--- src/rtl/rlmc_pkg.sv ---
`timescale 1ns / 1ps
// ----------------------------------------------------------------------------
// rlmc_pkg
// Types, register map and constants shared by the rgb led mode controller.
// ----------------------------------------------------------------------------
package rlmc_pkg;

  localparam int LevelW   = 8;
  localparam int WidthW   = 15;
  localparam int LoadW    = 16;
  localparam int TicksW   = 8;
  localparam int SpeedW   = 7;
  localparam int ProdW    = LevelW + LoadW;
  localparam int AddrW    = 4;
  localparam int DataW    = 32;

  typedef logic [LevelW-1:0] level_t;

  localparam level_t LEVEL_MAX = 8'd254;
  localparam level_t LEVEL_MIN = 8'd10;
  localparam logic [SpeedW-1:0] SPEED_MAX = 7'd100;
  localparam logic [SpeedW-1:0] SPEED_MIN = 7'd1;
  localparam logic [TicksW-1:0] COUNT_MAX = 8'd255;
  localparam logic [1:0] PRESS_MAX = 2'd3;

  // speed / 10 as a multiply by a rounded-up reciprocal, exact for 7-bit speeds
  localparam int SpeedDiv    = 10;
  localparam int SpeedShift  = 11;
  localparam logic [7:0] SPEED_RECIP = 8'(((1 << SpeedShift) + SpeedDiv - 1) / SpeedDiv);

  // level * load / 1000 via reciprocal, exact for products below 2^24
  localparam longint WidthDiv   = 1000;
  localparam int     RecipShift = 34;
  localparam int     RecipW     = 25;
  localparam logic [RecipW-1:0] RECIP_MULT =
    RecipW'(((64'd1 << RecipShift) + WidthDiv - 1) / WidthDiv);

  localparam logic [LoadW-1:0]  PERIOD_LOAD_RST = 16'd11362;
  localparam logic [TicksW-1:0] LONG_PRESS_RST  = 8'd20;
  localparam logic [TicksW-1:0] TIMEOUT_RST     = 8'd20;

  typedef enum logic [1:0] {
    REG_PERIOD_LOAD = 2'd0,
    REG_LONG_PRESS  = 2'd1,
    REG_TIMEOUT     = 2'd2
  } reg_idx_t;

  typedef enum logic [1:0] {
    MODE_AUTO  = 2'd0,
    MODE_RED   = 2'd1,
    MODE_GREEN = 2'd2,
    MODE_BLUE  = 2'd3
  } mode_t;

  typedef struct packed {
    logic [LoadW-1:0]  period_load;
    logic [TicksW-1:0] long_press_ticks;
    logic [TicksW-1:0] timeout_ticks;
  } cfg_t;

  // one tick's levels and mode on their way to the scaling stages
  typedef struct packed {
    level_t red;
    level_t green;
    level_t blue;
    mode_t  mode;
  } color_t;

endpackage

--- src/rtl/rlmc_ifs.sv ---
`timescale 1ns / 1ps
// ----------------------------------------------------------------------------
// rlmc channel interfaces
// Valid/ready channels for button ticks and for color results.
// ----------------------------------------------------------------------------
interface rlmc_tick_if;
  import rlmc_pkg::*;
  logic valid;
  logic ready;
  logic button_one;
  logic button_two;

  modport source (output valid, button_one, button_two, input ready);
  modport sink   (input valid, button_one, button_two, output ready);
endinterface

interface rlmc_result_if;
  import rlmc_pkg::*;
  logic              valid;
  logic              ready;
  logic [LevelW-1:0] red_level;
  logic [LevelW-1:0] green_level;
  logic [LevelW-1:0] blue_level;
  logic [WidthW-1:0] red_width;
  logic [WidthW-1:0] green_width;
  logic [WidthW-1:0] blue_width;
  logic [1:0]        mode;

  modport source (output valid, red_level, green_level, blue_level,
                  red_width, green_width, blue_width, mode, input ready);
  modport sink   (input valid, red_level, green_level, blue_level,
                  red_width, green_width, blue_width, mode, output ready);
endinterface

--- src/rtl/rlmc_cfg.sv ---
`timescale 1ns / 1ps
// ----------------------------------------------------------------------------
// rlmc_cfg
// APB register file: period load, long press and timeout thresholds.
// ----------------------------------------------------------------------------
module rlmc_cfg (
  input  logic                      clk,
  input  logic                      rst,
  input  logic                      psel,
  input  logic                      penable,
  input  logic                      pwrite,
  input  logic [rlmc_pkg::AddrW-1:0] paddr,
  input  logic [rlmc_pkg::DataW-1:0] pwdata,
  output logic [rlmc_pkg::DataW-1:0] prdata,
  output logic                      pready,
  output rlmc_pkg::cfg_t            cfg
);
  import rlmc_pkg::*;

  logic     wr_en;
  reg_idx_t idx;

  assign pready = 1'b1;
  assign wr_en  = psel && penable && pwrite && pready;
  assign idx    = reg_idx_t'(paddr[3:2]);

  always_ff @(posedge clk) begin
    if (rst) begin
      cfg.period_load      <= PERIOD_LOAD_RST;
      cfg.long_press_ticks <= LONG_PRESS_RST;
      cfg.timeout_ticks    <= TIMEOUT_RST;
    end else if (wr_en) begin
      unique case (idx)
        REG_PERIOD_LOAD: cfg.period_load      <= pwdata[LoadW-1:0];
        REG_LONG_PRESS:  cfg.long_press_ticks <= pwdata[TicksW-1:0];
        REG_TIMEOUT:     cfg.timeout_ticks    <= pwdata[TicksW-1:0];
        default: ;
      endcase
    end
  end

  always_comb begin
    unique case (idx)
      REG_PERIOD_LOAD: prdata = DataW'(cfg.period_load);
      REG_LONG_PRESS:  prdata = DataW'(cfg.long_press_ticks);
      REG_TIMEOUT:     prdata = DataW'(cfg.timeout_ticks);
      default:         prdata = '0;
    endcase
  end

endmodule

--- src/rtl/rlmc_core.sv ---
`timescale 1ns / 1ps
// ----------------------------------------------------------------------------
// rlmc_core
// Gesture decode, mode selection, fade and manual level update per tick.
// ----------------------------------------------------------------------------
module rlmc_core (
  input  logic             clk,
  input  logic             rst,
  input  rlmc_pkg::cfg_t   cfg,
  rlmc_tick_if.sink        tick,
  input  logic             pass_ready,
  output logic             color_valid,
  output rlmc_pkg::color_t color
);
  import rlmc_pkg::*;

  logic [TicksW-1:0] hold_two_count, hold_one_count, release_count;
  logic [1:0]        short_press_count;
  mode_t             mode_reg;
  level_t            red_reg, green_reg, blue_reg;
  logic              fade_red_green, fade_green_blue, fade_blue_red;
  logic [SpeedW-1:0] fade_speed;

  logic [TicksW:0]   h2, h1, rc;
  logic [1:0]        sp;
  mode_t             m;
  logic [LevelW:0]   r, g, b, lvl;
  logic              frg, fgb, fbr;
  logic [SpeedW:0]   spd;
  logic [3:0]        d;
  logic [SpeedW+7:0] d_full;
  logic [TicksW:0]   thr, tmo;
  logic              accept;

  assign accept     = tick.valid && tick.ready;
  assign tick.ready = !color_valid || pass_ready;
  assign thr        = {1'b0, cfg.long_press_ticks};
  assign tmo        = {1'b0, cfg.timeout_ticks};
  assign d_full     = (SpeedW+8)'(fade_speed) * (SpeedW+8)'(SPEED_RECIP);
  assign d          = d_full[SpeedShift +: 4];

  always_comb begin
    h2  = {1'b0, hold_two_count};
    h1  = {1'b0, hold_one_count};
    rc  = {1'b0, release_count};
    sp  = short_press_count;
    m   = mode_reg;
    r   = {1'b0, red_reg};
    g   = {1'b0, green_reg};
    b   = {1'b0, blue_reg};
    frg = fade_red_green;
    fgb = fade_green_blue;
    fbr = fade_blue_red;
    spd = {1'b0, fade_speed};
    lvl = '0;

    // button two hold, a fresh press restarts the button one counters
    if (tick.button_two) begin
      if (hold_two_count == '0) begin
        h1 = '0;
        sp = '0;
        rc = '0;
      end
      h2 = h2 + 1'b1;
      if (h2 >= thr) h2 = thr;
    end else begin
      h2 = '0;
    end

    if (tick.button_one) begin
      if (h1 < {1'b0, COUNT_MAX}) h1 = h1 + 1'b1;
      rc = '0;
      if (sp == '0 && h1 >= thr) h1 = thr;
    end else begin
      rc = rc + 1'b1;
      if (rc >= tmo) rc = tmo;
      if (h1 < thr && h1 != '0 && sp < PRESS_MAX) sp = sp + 1'b1;
      h1 = '0;
    end

    if (h2 == thr) begin
      if (sp == 2'd2) begin
        m = MODE_GREEN;
      end else if (sp == 2'd1 && rc == tmo) begin
        m = MODE_RED;
      end else if (h1 == thr) begin
        m = MODE_BLUE;
      end
      if (m != mode_reg || sp == 2'd2 || (sp == 2'd1 && rc == tmo) || h1 == thr) begin
        r  = {1'b0, LEVEL_MIN};
        g  = {1'b0, LEVEL_MIN};
        b  = {1'b0, LEVEL_MIN};
        unique case (m)
          MODE_RED:   r = {1'b0, LEVEL_MAX};
          MODE_GREEN: g = {1'b0, LEVEL_MAX};
          default:    b = {1'b0, LEVEL_MAX};
        endcase
        h2 = '0;
        h1 = '0;
        sp = '0;
        rc = '0;
      end
    end

    if (m == MODE_AUTO) begin
      if (frg) begin
        r = (r >= 9'(d)) ? r - 9'(d) : '0;
        g = g + 9'(d);
      end else if (fgb) begin
        g = (g >= 9'(d)) ? g - 9'(d) : '0;
        b = b + 9'(d);
      end else if (fbr) begin
        b = (b >= 9'(d)) ? b - 9'(d) : '0;
        r = r + 9'(d);
      end
      if (r < {1'b0, LEVEL_MIN}) r = {1'b0, LEVEL_MIN};
      if (g < {1'b0, LEVEL_MIN}) g = {1'b0, LEVEL_MIN};
      if (b < {1'b0, LEVEL_MIN}) b = {1'b0, LEVEL_MIN};
      if (r > {1'b0, LEVEL_MAX}) begin
        r = {1'b0, LEVEL_MAX};
        fbr = 1'b0;
        frg = 1'b1;
      end
      if (g > {1'b0, LEVEL_MAX}) begin
        g = {1'b0, LEVEL_MAX};
        frg = 1'b0;
        fgb = 1'b1;
      end
      if (b > {1'b0, LEVEL_MAX}) begin
        b = {1'b0, LEVEL_MAX};
        fgb = 1'b0;
        fbr = 1'b1;
      end
      if (tick.button_two && spd > {1'b0, SPEED_MIN}) spd = spd - 1'b1;
      if (tick.button_two && spd < {1'b0, SPEED_MIN}) spd = {1'b0, SPEED_MIN};
      if (tick.button_one) begin
        spd = spd + 1'b1;
        if (spd > {1'b0, SPEED_MAX}) spd = {1'b0, SPEED_MAX};
      end
    end else begin
      unique case (m)
        MODE_RED:   lvl = r;
        MODE_GREEN: lvl = g;
        default:    lvl = b;
      endcase
      // raise first, then lower; a wrap below zero clamps high like the count
      if (tick.button_two) begin
        lvl = lvl + 1'b1;
        if (lvl < {1'b0, LEVEL_MIN}) lvl = {1'b0, LEVEL_MIN};
        if (lvl > {1'b0, LEVEL_MAX}) lvl = {1'b0, LEVEL_MAX};
      end
      if (tick.button_one) begin
        lvl = lvl - 1'b1;
        if (lvl < {1'b0, LEVEL_MIN}) lvl = {1'b0, LEVEL_MIN};
        if (lvl > {1'b0, LEVEL_MAX}) lvl = {1'b0, LEVEL_MAX};
      end
      unique case (m)
        MODE_RED:   r = lvl;
        MODE_GREEN: g = lvl;
        default:    b = lvl;
      endcase
    end
  end

  // the state registers double as the first pipeline stage
  always_ff @(posedge clk) begin
    if (rst) begin
      hold_two_count    <= '0;
      hold_one_count    <= '0;
      short_press_count <= '0;
      release_count     <= '0;
      mode_reg          <= MODE_AUTO;
      red_reg           <= LEVEL_MAX;
      green_reg         <= LEVEL_MIN;
      blue_reg          <= LEVEL_MIN;
      fade_red_green    <= 1'b1;
      fade_green_blue   <= 1'b0;
      fade_blue_red     <= 1'b0;
      fade_speed        <= SPEED_MIN;
      color_valid       <= 1'b0;
    end else begin
      if (accept) begin
        hold_two_count    <= h2[TicksW-1:0];
        hold_one_count    <= h1[TicksW-1:0];
        short_press_count <= sp;
        release_count     <= rc[TicksW-1:0];
        mode_reg          <= m;
        red_reg           <= r[LevelW-1:0];
        green_reg         <= g[LevelW-1:0];
        blue_reg          <= b[LevelW-1:0];
        fade_red_green    <= frg;
        fade_green_blue   <= fgb;
        fade_blue_red     <= fbr;
        fade_speed        <= spd[SpeedW-1:0];
      end
      if (tick.ready) color_valid <= accept;
    end
  end

  assign color.red   = red_reg;
  assign color.green = green_reg;
  assign color.blue  = blue_reg;
  assign color.mode  = mode_reg;

endmodule

--- src/rtl/rlmc_scale.sv ---
`timescale 1ns / 1ps
// ----------------------------------------------------------------------------
// rlmc_scale
// Two-stage pulse width scaling: level times load, then divide by 1000.
// ----------------------------------------------------------------------------
module rlmc_scale (
  input  logic                       clk,
  input  logic                       rst,
  input  logic [rlmc_pkg::LoadW-1:0] period_load,
  input  logic                       color_valid,
  input  rlmc_pkg::color_t           color,
  output logic                       pass_ready,
  rlmc_result_if.source              result
);
  import rlmc_pkg::*;

  localparam int QW = ProdW + RecipW;

  logic                    prod_valid;
  color_t                  prod_color;
  logic [2:0][ProdW-1:0]   prod;
  logic [2:0][LevelW-1:0]  lvl_in;
  logic [2:0][WidthW-1:0]  width_next;
  logic [2:0][WidthW-1:0]  width;
  logic [2:0][QW-1:0]      q_full;
  color_t                  out_color;
  logic                    out_ready, prod_ready;

  assign out_ready  = !result.valid || result.ready;
  assign prod_ready = !prod_valid || out_ready;
  assign pass_ready = prod_ready;

  assign lvl_in = {color.blue, color.green, color.red};

  always_comb begin
    for (int i = 0; i < 3; i++) begin
      q_full[i]     = QW'(prod[i]) * QW'(RECIP_MULT);
      width_next[i] = q_full[i][RecipShift +: WidthW];
    end
  end

  always_ff @(posedge clk) begin
    if (rst) begin
      prod_valid   <= 1'b0;
      result.valid <= 1'b0;
    end else begin
      if (prod_ready) prod_valid <= color_valid;
      if (out_ready)  result.valid <= prod_valid;
    end
  end

  always_ff @(posedge clk) begin
    if (prod_ready && color_valid) begin
      prod_color <= color;
      for (int i = 0; i < 3; i++) begin
        prod[i] <= ProdW'(lvl_in[i]) * ProdW'(period_load);
      end
    end
    if (out_ready && prod_valid) begin
      out_color <= prod_color;
      width     <= width_next;
    end
  end

  assign result.red_level   = out_color.red;
  assign result.green_level = out_color.green;
  assign result.blue_level  = out_color.blue;
  assign result.mode        = out_color.mode;
  assign result.red_width   = width[0];
  assign result.green_width = width[1];
  assign result.blue_width  = width[2];

endmodule

--- src/rtl/rgb_led_mode_controller.sv ---
`timescale 1ns / 1ps
// ----------------------------------------------------------------------------
// rgb_led_mode_controller
// Button gesture decoder and color fader with pulse width scaling.
// ----------------------------------------------------------------------------
// Takes one button tick per clock while the result side does not stall, and
// returns exactly one result per tick, in order. The gesture and fade state
// updates in the accepting cycle; the two following stages multiply each
// level by period_load and divide by 1000 with a reciprocal multiply, one
// multiplier per color in each stage. Write the configuration registers only
// while no tick is in flight.
module rgb_led_mode_controller (
  input  logic                       clk,
  input  logic                       rst,
  rlmc_tick_if.sink                  tick,
  rlmc_result_if.source              result,
  input  logic                       psel,
  input  logic                       penable,
  input  logic                       pwrite,
  input  logic [rlmc_pkg::AddrW-1:0] paddr,
  input  logic [rlmc_pkg::DataW-1:0] pwdata,
  output logic [rlmc_pkg::DataW-1:0] prdata,
  output logic                       pready
);
  import rlmc_pkg::*;

  cfg_t   cfg;
  logic   color_valid;
  color_t color;
  logic   pass_ready;

  rlmc_cfg u_cfg (
    .clk     (clk),
    .rst     (rst),
    .psel    (psel),
    .penable (penable),
    .pwrite  (pwrite),
    .paddr   (paddr),
    .pwdata  (pwdata),
    .prdata  (prdata),
    .pready  (pready),
    .cfg     (cfg)
  );

  rlmc_core u_core (
    .clk         (clk),
    .rst         (rst),
    .cfg         (cfg),
    .tick        (tick),
    .pass_ready  (pass_ready),
    .color_valid (color_valid),
    .color       (color)
  );

  rlmc_scale u_scale (
    .clk         (clk),
    .rst         (rst),
    .period_load (cfg.period_load),
    .color_valid (color_valid),
    .color       (color),
    .pass_ready  (pass_ready),
    .result      (result)
  );

endmodule

--- src/flat_wrapper.sv ---
// flat-port wrapper written by rule: the top's interface ports become plain ports
module rgb_led_mode_controller_flat import rlmc_pkg::*;
  (clk, rst, psel, penable, pwrite, paddr, pwdata, prdata, pready, tick_valid, tick_button_one, tick_button_two, tick_ready, result_valid, result_red_level, result_green_level, result_blue_level, result_red_width, result_green_width, result_blue_width, result_mode, result_ready);
  rlmc_tick_if tick_i ();
  rlmc_result_if result_i ();
  input  logic clk;
  input  logic rst;
  input  logic psel;
  input  logic penable;
  input  logic pwrite;
  input  logic [rlmc_pkg::AddrW-1:0] paddr;
  input  logic [rlmc_pkg::DataW-1:0] pwdata;
  output logic [rlmc_pkg::DataW-1:0] prdata;
  output logic pready;
  input wire logic [$bits(tick_i.valid)-1:0] tick_valid;
  input wire logic [$bits(tick_i.button_one)-1:0] tick_button_one;
  input wire logic [$bits(tick_i.button_two)-1:0] tick_button_two;
  output wire logic [$bits(tick_i.ready)-1:0] tick_ready;
  output wire logic [$bits(result_i.valid)-1:0] result_valid;
  output wire logic [$bits(result_i.red_level)-1:0] result_red_level;
  output wire logic [$bits(result_i.green_level)-1:0] result_green_level;
  output wire logic [$bits(result_i.blue_level)-1:0] result_blue_level;
  output wire logic [$bits(result_i.red_width)-1:0] result_red_width;
  output wire logic [$bits(result_i.green_width)-1:0] result_green_width;
  output wire logic [$bits(result_i.blue_width)-1:0] result_blue_width;
  output wire logic [$bits(result_i.mode)-1:0] result_mode;
  input wire logic [$bits(result_i.ready)-1:0] result_ready;
  assign tick_i.valid = tick_valid;
  assign tick_i.button_one = tick_button_one;
  assign tick_i.button_two = tick_button_two;
  assign tick_ready = tick_i.ready;
  assign result_valid = result_i.valid;
  assign result_red_level = result_i.red_level;
  assign result_green_level = result_i.green_level;
  assign result_blue_level = result_i.blue_level;
  assign result_red_width = result_i.red_width;
  assign result_green_width = result_i.green_width;
  assign result_blue_width = result_i.blue_width;
  assign result_mode = result_i.mode;
  assign result_i.ready = result_ready;
  rgb_led_mode_controller u_core (.clk(clk), .rst(rst), .tick(tick_i), .result(result_i), .psel(psel), .penable(penable), .pwrite(pwrite), .paddr(paddr), .pwdata(pwdata), .prdata(prdata), .pready(pready));
endmodule
--- config.mk ---
export PLATFORM = sky130hd
export DESIGN_NAME = rgb_led_mode_controller_flat
export DESIGN_NICKNAME = d
export VERILOG_FILES = /design/src/rtl/rlmc_pkg.sv /design/src/rtl/rlmc_ifs.sv /design/src/rtl/rlmc_cfg.sv /design/src/rtl/rlmc_core.sv /design/src/rtl/rlmc_scale.sv /design/src/rtl/rgb_led_mode_controller.sv /design/src/flat_wrapper.sv
export SDC_FILE = /design/constraint.sdc
export NUM_CORES = 2
export LEC_CHECK = 0
export ABC_CLOCK_PERIOD_IN_PS = 8900
export BUFFER_PORTS_ARGS = -buffer_cell sky130_fd_sc_hd__buf_2
export CAP_MARGIN = 5
export CORE_MARGIN = 2
export CORE_UTILIZATION = 30
export CTS_CLUSTER_DIAMETER = 40
export DETAILED_ROUTE_END_ITERATION = 12
export SLEW_MARGIN = 15
export SYNTH_ARGS = -nofsm -noshare
export SYNTH_HDL_FRONTEND = slang
export SYNTH_SLANG_ARGS = --single-unit
--- constraint.sdc ---
create_clock -name clk -period 8.9 [get_ports clk]
set_input_delay 0.445 -clock clk [delete_from_list [all_inputs] [get_ports clk]]
set_output_delay 0.445 -clock clk [all_outputs]
set_load 0.02 [all_outputs]
Word level (Yosys, flattened, before mapping)
Index checks and enable logic that the tools add are counted.
Storage, ports and cells
  register bits: 266
  input port bits: 45
  output and inout bits: 106
  logic and storage cells: 217
Operators by class
  add/sub/neg operators: 14
  multiply operators: 7
  order comparisons: 22
  equal/unequal tests: 12
  mux-type cells: 93
  reduce and logical (&&, ||, !) cells: 37
Operators by type and width (count)
  9-bit two-way mux: 38
  8-bit two-way mux: 34
  24-bit by 24-bit multiplier with 48-bit output (second input constant): 3
  8-bit by 16-bit multiplier with 24-bit output: 3
  16-bit one-hot mux with 3 select lines: 1
  9-bit by 8-bit greater-than comparator with 1-bit output (second input constant): 5
  9-bit by 4-bit less-than comparator with 1-bit output (second input constant): 5
  9-bit by 1-bit adder with 9-bit output (second input constant): 3
  9-bit by 4-bit adder with 9-bit output: 3
  9-bit by 8-bit equality test with 1-bit output: 3
  9-bit by 4-bit greater-or-equal comparator with 1-bit output: 3
  9-bit by 8-bit greater-or-equal comparator with 1-bit output: 3
  9-bit by 4-bit subtractor with 9-bit output: 3
  2-bit two-way mux: 11
  9-bit one-hot mux with 2 select lines: 1
  7-bit by 8-bit multiplier with 15-bit output (second input constant): 1
  7-bit two-way mux: 2
  1-bit logical AND: 11
  8-bit by 1-bit adder with 9-bit output (second input constant): 1
  9-bit by 8-bit less-than comparator with 1-bit output: 1
  9-bit by 8-bit less-than comparator with 1-bit output (second input constant): 1
  3-bit AND reduction: 3
  9-bit nonzero test: 1
  9-bit by 1-bit subtractor with 9-bit output (second input constant): 1
  18 further kinds: 44

Logic depth before layout (Yosys ltp)
  depth after elaboration: 42
  gate-level depth with buffers: 50
  mapped depth without buffers: 48

Cells and area by module
A second synthesis with hierarchy kept.
Unflattened totals
  cell total of the unflattened synthesis: 5822
  area, all modules: 54599.9 µm²
By module, submodules not included
  rlmc_scale: times used 1, cells each 4241, area an instance 42965.0 µm², sequential area each 5114.9 µm²
  rlmc_core: times used 1, cells each 1391, area an instance 9915.8 µm², sequential area each 1261.2 µm²
  rlmc_cfg: times used 1, cells each 190, area an instance 1719.1 µm², sequential area each 640.6 µm²

Worst setup path before layout
Ideal clock, no wire load.
  kind: reg2reg
  start: reg u_core.u_core.hold_two_count[0]
  end: reg u_core.u_core.green_reg[0]
  setup time: 128 ps
  data arrival time: 9227 ps
  required time: 8772 ps
  setup slack: -455 ps
  stages on the path, launching flop included: 45
  path buffers: 3
  clock period less this slack: 9355 ps
  cells stage by stage: dfxtp_1 > inv_1 > ha_1 > and4bb_1 > nand2_1 > clkbuf_1 > and2_1 > ha_1 > nand3_1 > nor2_1 > mux2i_1 > nor2_1 > ha_1 > and4_1 > o21ai_0 > o21ai_1 > a31oi_1 > a211oi_4 > [... 9 more ...] > o211ai_1 > nor3_1 > nor4b_1 > or3_1 > nand2_1 > a31oi_1 > inv_1 > ha_1 > and3_1 > a22oi_2 > o31ai_2 > nand2_1 > nor3_1 > a211o_1 > or3_4 > a41o_1 > a31oi_1 > nor2_1
On the way
  word-level cells in the longest chain between the ends: 42
  elaborated cells between the ends (all ways): 95
  those cells by class: 8 x add/sub; 13 x order compare; 10 x eq/ne; 52 x mux; 12 x reduce/logical
RTL lines
  from (decl): RTL line rlmc_core.sv:17  | logic [TicksW-1:0] hold_two_count, hold_one_count, release_count;
  from (signal assigned): RTL line rlmc_core.sv:183  | hold_two_count <= h2[TicksW-1:0];
  8-bit zero test: RTL line rlmc_core.sv:59  | if (hold_two_count == '0) begin
  8-bit two-way mux: RTL line rlmc_core.sv:59
  8-bit two-way mux: RTL line rlmc_core.sv:58  | if (tick.button_two) begin
  9-bit by 1-bit adder with 9-bit output / 9-bit by 8-bit less-than comparator with 1-bit output (equally long branches): RTL line rlmc_core.sv:71  | if (h1 < {1'b0, COUNT_MAX}) h1 = h1 + 1'b1;
  9-bit two-way mux: RTL line rlmc_core.sv:71
  9-bit two-way mux: RTL line rlmc_core.sv:70  | if (tick.button_one) begin
  9-bit by 8-bit greater-or-equal comparator with 1-bit output: RTL line rlmc_core.sv:73  | if (sp == '0 && h1 >= thr) h1 = thr;
  1-bit logical AND: RTL line rlmc_core.sv:73
  [... 26 more ...]
  9-bit two-way mux: RTL line rlmc_core.sv:154  | if (lvl < {1'b0, LEVEL_MIN}) lvl = {1'b0, LEVEL_MIN};
  9-bit two-way mux: RTL line rlmc_core.sv:152  | if (tick.button_one) begin
  9-bit two-way mux: RTL line rlmc_core.sv:105  | if (m == MODE_AUTO) begin
  9-bit by 8-bit greater-than comparator with 1-bit output: RTL line rlmc_core.sv:155  | if (lvl > {1'b0, LEVEL_MAX}) lvl = {1'b0, LEVEL_MAX};
  8-bit two-way mux: RTL line rlmc_core.sv:155
  8-bit two-way mux: RTL line rlmc_core.sv:152
  8-bit two-way mux: RTL line rlmc_core.sv:157  | unique case (m)
  8-bit two-way mux (*): RTL line rlmc_core.sv:105
  to (signal assigned): RTL line rlmc_core.sv:189  | green_reg <= g[LevelW-1:0];
  to (decl): RTL line rlmc_core.sv:20  | level_t red_reg, green_reg, blue_reg;
Every way passes the cells marked *; elsewhere a longest branch is shown, timed or not. The select of a mux whose other input is x is not followed.
A chain may end at the register's enable or synchronous reset.

Final worst setup path
  start: reg u_core.u_core.hold_two_count[5]
  end: reg u_core.u_core.green_reg[0]
On the way
  elaborated cells between the ends (all ways): 95
  those cells by class: 8 x add/sub; 13 x order compare; 10 x eq/ne; 52 x mux; 12 x reduce/logical
RTL lines
  8-bit zero test: RTL line rlmc_core.sv:59
  8-bit two-way mux: RTL line rlmc_core.sv:59
  8-bit two-way mux: RTL line rlmc_core.sv:58
  9-bit by 1-bit adder with 9-bit output / 9-bit by 8-bit less-than comparator with 1-bit output (equally long branches): RTL line rlmc_core.sv:71
  9-bit two-way mux: RTL line rlmc_core.sv:71
  9-bit two-way mux: RTL line rlmc_core.sv:70
  9-bit by 8-bit greater-or-equal comparator with 1-bit output: RTL line rlmc_core.sv:73
  1-bit logical AND: RTL line rlmc_core.sv:73
  [... 8 more ...]
  via u_core.u_core.m[1]: RTL line rlmc_core.sv:26  | mode_t m;
  [... 14 more ...]
  9-bit two-way mux: RTL line rlmc_core.sv:154
  9-bit two-way mux: RTL line rlmc_core.sv:152
  9-bit two-way mux: RTL line rlmc_core.sv:105
  9-bit by 8-bit greater-than comparator with 1-bit output: RTL line rlmc_core.sv:155
  8-bit two-way mux: RTL line rlmc_core.sv:155
  8-bit two-way mux: RTL line rlmc_core.sv:152
  8-bit two-way mux: RTL line rlmc_core.sv:157
  8-bit two-way mux (*): RTL line rlmc_core.sv:105
Mark *: on every way through the listed nets, which the timed path passes. The rest lies on a longest branch. The select of a mux whose other input is x is not followed.

==> flow_metrics.env <==
export IMPL_hold_path_depth=3
export IMPL_h_tree_depth=3
export IMPL_die_height_um=422.4
export IMPL_synthArstFlopShare_pct=0
export IMPL_synth_seq_cells=266
export IMPL_critical_path_class="register to register"
export IMPL_cp_slowest_cell="or4b_4"
export IMPL_hp_class="input pin to register"
export IMPL_routed_via_density=4.746
export IMPL_fmax_mhz=116.6
export IMPL_port_buffer_count=115
export IMPL_start_kind="register"
export IMPL_die_x_um=422.4
export IMPL_clk_latency_ns=0.68
export IMPL_cap_violations=0
export IMPL_clk_path_buf_depth=3
export IMPL_largest_reg_flops=72
export IMPL_worst_path_largest_cell_delay_ns=0.58
export IMPL_period_share_pct=96.32
export IMPL_slew_violations=0
export IMPL_yosysWarnings=0
export IMPL_vias=38326
export IMPL_dr_pass1_iters=7
export IMPL_setup_viol=0
export IMPL_seq_area_sq_mm=0.007020
export IMPL_required_ns=9.45
export IMPL_drt_iter0_drc=2083
export IMPL_fin_crit_ns=8.573
export IMPL_r2r_start="u_core.u_core.hold_two_count[5]"
export IMPL_area_delta_synth_final_pct=13.19
export IMPL_crit_fanout=5
export IMPL_yosysUniqueCellTypes=101
export IMPL_rsz0062_at_grt="yes"
export IMPL_start_util_pct=30.21
export IMPL_dp_final_hpwl_um=104200
export IMPL_synth_edff_count=169
export IMPL_overflow=0
export IMPL_gp_congestion=0.8959
export IMPL_antenna_found_initial=2
export IMPL_critical_path_arrival_ns=9.12
export IMPL_fin_skew_ns=0.04982
export IMPL_netlist_instances=5500
export IMPL_hold_path_endpoint="u_core.u_cfg.cfg[17]"
export IMPL_nNetsFinal=7542
export IMPL_grt_total_usage_pct=15.04
export IMPL_grt_max_degree=63
export IMPL_syn_area_per_cell_sq_um=9.548
export IMPL_path_buf_inv=4
export IMPL_ant_nets=0
export IMPL_endpoint_kind="register"
export IMPL_fillCellCount=17682
export IMPL_grt_pass1_wl_um=216700
export IMPL_die_area_sq_mm=0.1784
export IMPL_worstHoldStart="pwdata[1]"
export IMPL_maxSlewHeadroom_pct=27.19
export IMPL_cts_buffers=67
export IMPL_tightest_slew_ns=1.091
export IMPL_ios=151
export IMPL_ys_flop_type="edfxtp_1"
export IMPL_rr_endpoint="u_core.u_core.green_reg[0]"
export IMPL_drt_drc_violations_left=0
export IMPL_cp_top_family="simple AND/OR/NAND/NOR gates"
export IMPL_final_area_sq_mm=0.05944
export IMPL_hold_violations=0
export IMPL_reg_top3="u_core.u_scale.prod: 72 flops, u_core.u_cfg.cfg: 32 flops, u_core.u_scale.prod_color: 26 flops"
export IMPL_synth_seq_area_share_pct=13.36
export IMPL_syn_area_sq_mm=0.05251
export IMPL_cts_sinks=266
export IMPL_cts_root_buf="clkbuf_16"
export IMPL_multi_input_area_sq_mm=0.04064
export IMPL_regMostFlops="u_core.u_scale.prod"
export IMPL_dpl_cell_area_sq_mm=0.05656
export IMPL_reg2reg_slack_ns=0.33
export IMPL_core_sq_mm=0.1738
export IMPL_cts_tree="built"
export IMPL_grt_pass1_vias=41008
export IMPL_drive_above_1_share_pct=9.148
export IMPL_reg2reg_depth=41
export IMPL_rows=153
export IMPL_wirelength_um=131400
export IMPL_status="complete, no violations"
export IMPL_wl_per_cell_um=16.27
export IMPL_clk_pin_slew_ns=0.06
worst max-delay path by stage:
stage,cells past startpoint,to,start
2_1_floorplan,44,u_core.u_core.green_reg[0],u_core.u_core.hold_two_count[0]
3_3_place_gp,41,u_core.u_core.red_reg[0],u_core.u_core.hold_two_count[2]
3_5_place_dp,41,u_core.u_core.green_reg[0],u_core.u_core.hold_two_count[2]
4_1_cts,40,u_core.u_core.green_reg[0],u_core.u_core.hold_two_count[2]
5_1_grt,43,u_core.u_core.red_reg[0],u_core.u_core.hold_two_count[5]
6_report,41,u_core.u_core.green_reg[0],u_core.u_core.hold_two_count[5]
layer usage:
layer	global-route usage (%)	share of wire, %
met1	18.66	43
met2	26.71	51
met3	2.113	3.9
met4	4.863	2.9
met5	0	0.0084
cell families after synthesis:
kind of cell	count (synthesis)	share of synthesized area [%]
buffers and inverters	1396	10.16
DFF	266	13.36
and+or+nand+nor	1177	10.66
muxes	50	0.9793
other	2	0.01430
adders and majority gates	1801	54.22
AOI/OAI and AO/OA	702	8.828
xor gates and xnor gates	106	1.782
final cells by class:
class | count | share of cell area [%]
clock inverters | 49 | 0.9030
well taps | 2325 | 4.894
inverters | 1206 | 7.620
multi-input cells | 3853 | 68.38
repair buffers | 302 | 3.402
flip-flops and latches | 266 | 11.81
clock buffers | 74 | 2.987
diodes | 1 | 0.004210
cells in the final DEF, fill, tap and decap left out, types with 10 or more instances in the layout:
master / n
a21boi_0: 28
nor2_1: 271
dfxtp_1: 94
nor2b_1: 21
nand2_1: 409
o22ai_1: 10
conb_1: 17
a211oi_1: 25
inv_6: 13
inv_1: 1198
or3_1: 13
mux2i_1: 41
o31ai_1: 10
o21ai_1: 11
buf_4: 173
and3_1: 19
xnor2_1: 77
o21a_1: 25
nor3_1: 75
edfxtp_1: 169
xor2_1: 27
fa_1: 791
a211o_1: 12
clkbuf_16: 69
nand2b_1: 19
nand3_1: 56
nand4_1: 16
o21ai_0: 136
buf_2: 115
nor4_1: 13
and2_1: 192
a21oi_1: 202
a221oi_1: 11
a21o_1: 37
o211ai_1: 25
ha_1: 1003
a31oi_1: 19
repair_timing:
action	4_1_cts	5_1_grt
pin swaps	1	53
hold buffers	8	0
setup buffers	1	13
setup endpoints to repair	6	24
endpoints found under the hold margin	8	0
resized for setup	4	83
Yosys cell counts, types with 13 or more instances:
cell type     n  share of area [%]
and3_1       19               0.23
inv_1      1206                8.6
or3_1        13               0.15
o211ai_1     25               0.36
nand2b_1     19               0.23
nor2_1      276                2.0
xnor2_1      77                1.3
and2_1      194                2.3
a21o_1       37               0.53
buf_4        17               0.24
clkbuf_1    139               0.99
nor4_1       14               0.17
nor2b_1      22               0.26
nand3_1      58               0.55
nand2_1     415                3.0
edfxtp_1    169                9.7
o21a_1       25               0.36
a21oi_1     205                2.0
a21boi_0     30               0.43
nand4_1      16               0.19
ha_1       1010                 24
a31oi_1      22               0.26
fa_1        791                 30
dfxtp_1      97                3.7
nor3_1       80               0.76
buf_1        24               0.17
o21ai_0     140                1.3
a211oi_1     25               0.36
xor2_1       28               0.47
mux2i_1      42               0.80
o31ai_1      14               0.20
stage by stage:
step / util [%] / instances / hold WS (ns) / TNS, ns / setup WS (ns)
final: 34.20 / 8076 / 0.04350 / 0 / 0.3273
after global placement: 32.54 / 7930 / 0.4016 / 0 / 0.007315
after detailed placement: 32.54 / 7930 / 0.4056 / -0.03540 / -0.01685
after CTS: 33.93 / 8062 / 0.001591 / 0 / 0.003384
after global routing: 34.19 / 8075 / 0.03814 / -0.4698 / -0.08868
after floorplan: - / 5515 / 0.4003 / 0 / 0.06097
tightest hold or removal path, cell delays in order:
cell     delay, ns
buf_2         0.12
nand2_1       0.05
nand3_1       0.07
Power is not shown: default switching activity piles up to over one toggle a cycle in this logic, so the estimate is an artifact.
